**config.mk**
```make
export PLATFORM = sky130hd
export DESIGN_NAME = ttrq_ram
export DESIGN_NICKNAME = d
export VERILOG_FILES = /design/src/ttrq_ram.sv
export SDC_FILE = /design/constraint.sdc
export NUM_CORES = 1
export LEC_CHECK = 0
export ABC_AREA = 1
export BUFFER_PORTS_ARGS = -buffer_cell sky130_fd_sc_hd__buf_2
export CAP_MARGIN = 20
export CORE_MARGIN = 3
export CORE_UTILIZATION = 61
export DETAILED_ROUTE_END_ITERATION = 8
export GPL_TIMING_DRIVEN = 0
export MAX_ROUTING_LAYER = met4
export PLACE_DENSITY = 0.78
export SLEW_MARGIN = 40
export SYNTH_ARGS = -nofsm -noshare
export SYNTH_HDL_FRONTEND = slang
export SYNTH_SLANG_ARGS = --single-unit
```
**constraint.sdc**
```tcl
create_clock -name clock -period 1.4 [get_ports clock]
set_input_delay 0 -clock clock [delete_from_list [all_inputs] [get_ports clock]]
set_output_delay 0 -clock clock [all_outputs]
set_load 0.05 [all_outputs]
```
**src/ttrq_ram.sv**
```systemverilog
// ----------------------------------------------------------------------------
// ttrq_ram
// Simple dual-port RAM, one write and one registered read port.
// ----------------------------------------------------------------------------
module ttrq_ram #(
   parameter int WIDTH = 8,
   parameter int DEPTH = 16
) (
   input  logic                     clock,
   input  logic                     wr_en,
   input  logic [$clog2(DEPTH)-1:0] wr_addr,
   input  logic [WIDTH-1:0]         wr_data,
   input  logic                     rd_en,
   input  logic [$clog2(DEPTH)-1:0] rd_addr,
   output logic [WIDTH-1:0]         rd_data
);

   logic [WIDTH-1:0] mem_ff [DEPTH];

   always_ff @(posedge clock) begin
      if (wr_en) begin
         mem_ff[wr_addr] <= wr_data;
      end
      if (rd_en) begin
         rd_data <= mem_ff[rd_addr];
      end
   end

endmodule

```
; Word-level counts from Yosys, hierarchy flattened
; Memory sizes are Yosys's and may differ from the RTL's. A register that Yosys moved wholly into a read port is not among the register bits.
; Index checks and enable logic that the tools add are counted.
[word_totals]
memories = 1
regBits = 0
in_bits = 19
ramBits = 128
[memory_table]
columns = name, depth, width, read_ports, rd_ports_with_merged_regs, wr, line
row1 = mem_ff, 16, 8, 1, 1, 1, 18  ; logic [WIDTH-1:0] mem_ff [DEPTH];
[classes]
mux = 2
[ops]
columns = operator, count
row1 = $mux 1, 2

; Longest topological paths before layout
[logic_depth]
ltp_word = 2
depth_mapped = 8

; Worst setup path after synthesis
; OpenSTA, ideal clock, no wires.
[synth_path]
path_kind = input port to flip-flop
from = in wr_addr[2]
to = mem mem_ff[10][0], enable pin
slack_ns = 0.449
cell_stages = 2
setup_time_ns = 0.370
n_path_buf = 0
arrival_ns = 0.581
cell_sequence = nand3b_1 -> nor2_1
[synth_rtl]
columns = item, line
row1 = from (decl), 11  ; input logic [$clog2(DEPTH)-1:0] wr_addr,
row2 = to (decl), 18
; No word-level cell before the write port.

==> impl_metrics.env <==
export IMPL_final_nets=622
export IMPL_critical_path_class="input pin to flip-flop"
export IMPL_syn_cell_area_sq_um=5850
export IMPL_htreeDepth=4
export IMPL_syn2layout_area_growth_pct=17.2
export IMPL_ys_seq_area_frac=0.698
export IMPL_drt_pass1_iterations=5
export IMPL_post_drt_via_cell_ratio=5.41
export IMPL_path_clk_slew_ns=0.06
export IMPL_grt_pass1_vias=3927
export IMPL_clock_sinks=136
export IMPL_portBuffers=23
export IMPL_setup_violations=0
export IMPL_n_antenna_cell=0
export IMPL_num_rows=35
export IMPL_yosys_warnings=0
export IMPL_fin_crit_sh=0.948
export IMPL_syn_area_per_cell_sq_um=10.6
export IMPL_p_per_area_nw_per_um2=1440
export IMPL_core_region_area_sq_um=9280
export IMPL_ir_drop_mv=0.884
export IMPL_synthCells=551
export IMPL_arrival_ns=1.59
export IMPL_cts_path_max_buffers=2
export IMPL_worst_setup_path_start_kind="input pin"
export IMPL_yosysTopAreaCellShare=0.698
export IMPL_hold_buffers=10
export IMPL_grt_remaining_overflow=0
export IMPL_busiest_layer="met2"
export IMPL_drt_antenna_violating_nets=0
export IMPL_gr_usage_met3=0.0627
export IMPL_fmaxAchievable_mhz=754
export IMPL_totalWireLength_mm=13.9
export IMPL_numCtsBuffers=17
export IMPL_yosys_area_top_type="edfxtp_1"
export IMPL_required_ns=1.67
export IMPL_grt_pass1_wl_mm=21.6
export IMPL_drc=0
export IMPL_syn_num_nets=570
export IMPL_maxCapViolCount=0
export IMPL_end_kind="flip-flop"
export IMPL_die_area_sq_um=10800
export IMPL_skew_ns=0.00448
export IMPL_drt_iter0_drc=449
export IMPL_dp_slack_ns=-0.107
export IMPL_grt_setup_unrepaired="false"
export IMPL_drv_slew=0
export IMPL_die_height_um=104
export IMPL_worstMarginPinSlew_ns=0.800
export IMPL_yosys_top_cells_area="edfxtp_1 (70%), nand2_1 (11%), nand3_1 (8.3%)"
export IMPL_insertion_delay_ns=0.52
export IMPL_fin_crit_ns=1.33
export IMPL_postCtsSetupRepairBufs=0
export IMPL_start_util=0.630
export IMPL_hp_class="input pin to flip-flop"
export IMPL_dp_hpwl_mm=8.72
export IMPL_drive_gt1_frac=0.138
export IMPL_finalHoldViolations=0
export IMPL_use_met1=0.373
export IMPL_tritoncts="done"
export IMPL_grt_max_degree=17
export IMPL_ys_ff_latch=136
export IMPL_setup_slack_ns=0.0733
export IMPL_gp_congestion=0.938
export IMPL_cts_resized=0
export IMPL_status="finished, final reports clean"
export IMPL_ys_types=11
export IMPL_crit_fanout=10
export IMPL_root_buffer="clkbuf_8"
export IMPL_nFillCells=637
export IMPL_fp_dieW_um=104
export IMPL_wl_per_cell_um=18.6
export IMPL_ios=27
export IMPL_antenna_found_initial=0
export IMPL_tns_ns=0
export IMPL_relSlewSlack=0.465
export IMPL_vias=4033
export IMPL_p_leak_nw=2.96
export IMPL_use_met2=0.422
export IMPL_gr_usage_all_layers=0.279
## report_power, final
part	internal [W]	switching [W]	total, W
Clock	0.00289	0.00168	0.00457
Sequential	0.00459	0.0000206	0.00461
Combinational	0.000190	0.000494	0.000684
## layer usage
metal	vias up	share of wire
met2	243	0.48
met4	0	0.022
met5	-	0
met3	30	0.098
li1	1889	-
met1	1871	0.40
## cells in the mapped netlist
cell / number
nand3_1: 97
buf_6: 6
edfxtp_1: 136
buf_2: 13
buf_1: 1
inv_2: 2
nand3b_1: 2
nor2_1: 17
nand2_1: 173
buf_4: 4
inv_1: 100
## final timing paths
path / start / slack, ns / depth (start not counted) / end
setup reg to reg: mem_ff[1][5] / 0.20 / 6 / rd_data[5]
hold reg to reg: mem_ff[12][5] / 0.76 / 6 / rd_data[5]
hold / removal: wr_addr[1] / 0.08 / 3 / mem_ff[6][1]
setup / recovery: rd_addr[2] / 0.07 / 7 / rd_data[5]
## layout by cell type, fill, tap and decap left out, types with 3 or more instances in the layout
cell	instances
clkinvlp_4	3
nor2_2	6
buf_4	4
dlygate4sd3_1	10
clkbuf_16	16
clkinv_4	3
inv_1	100
nor2_1	11
buf_2	36
buf_6	6
edfxtp_1	136
nand2_1	173
bufinv_16	4
nand3_1	97
## kinds of logic after synthesis
family | synth area share
buffers and inverters | 0.0939
AND/OR/NAND/NOR | 0.208
flip-flops | 0.698
## critical path: stages
cell	delay, ns
dlygate4sd3_1	0.53
buf_2	0.18
inv_1	0.22
buf_4	0.25
nand3_1	0.17
nand3_1	0.16
nand2_1	0.08
## flip-flops by register name, indices dropped and copies added (netlist names)
name,cells
mem_ff,128
rd_data,8
## cell type report
| type | count | area [sq um] | area share |
|---|---|---|---|
| well taps | 129 | 161 | 0.0236 |
| plain buffers | 24 | 166 | 0.0243 |
| inverters | 102 | 383 | 0.0559 |
| repair buffers | 33 | 215 | 0.0314 |
| clock inverters | 15 | 200 | 0.0292 |
| flip-flops and latches | 136 | 4080 | 0.596 |
| multi-input cells | 289 | 1230 | 0.179 |
| clock buffers | 17 | 414 | 0.0604 |
## through the flow
| step | hold WS, ns | instances | utilization | total power (W) | area [sq um] |
|---|---|---|---|---|---|
| 6_report | 0.0803 | 745 | 0.738 | 0.00987 | 6850 |
| 5_1_grt | 0.105 | 745 | 0.738 | 0.0101 | 6850 |
| 4_1_cts | 0.0587 | 745 | 0.737 | 0.00987 | 6840 |
| 3_5_place_dp | 0.342 | 703 | 0.660 | 0.00533 | 6130 |
| 3_3_place_gp | 0.330 | 703 | 0.660 | 0.00532 | 6120 |
| 2_1_floorplan | 0.0989 | 551 | - | 0.00508 | 5850 |
No activity file was read; power rests on OpenSTA's default activity.
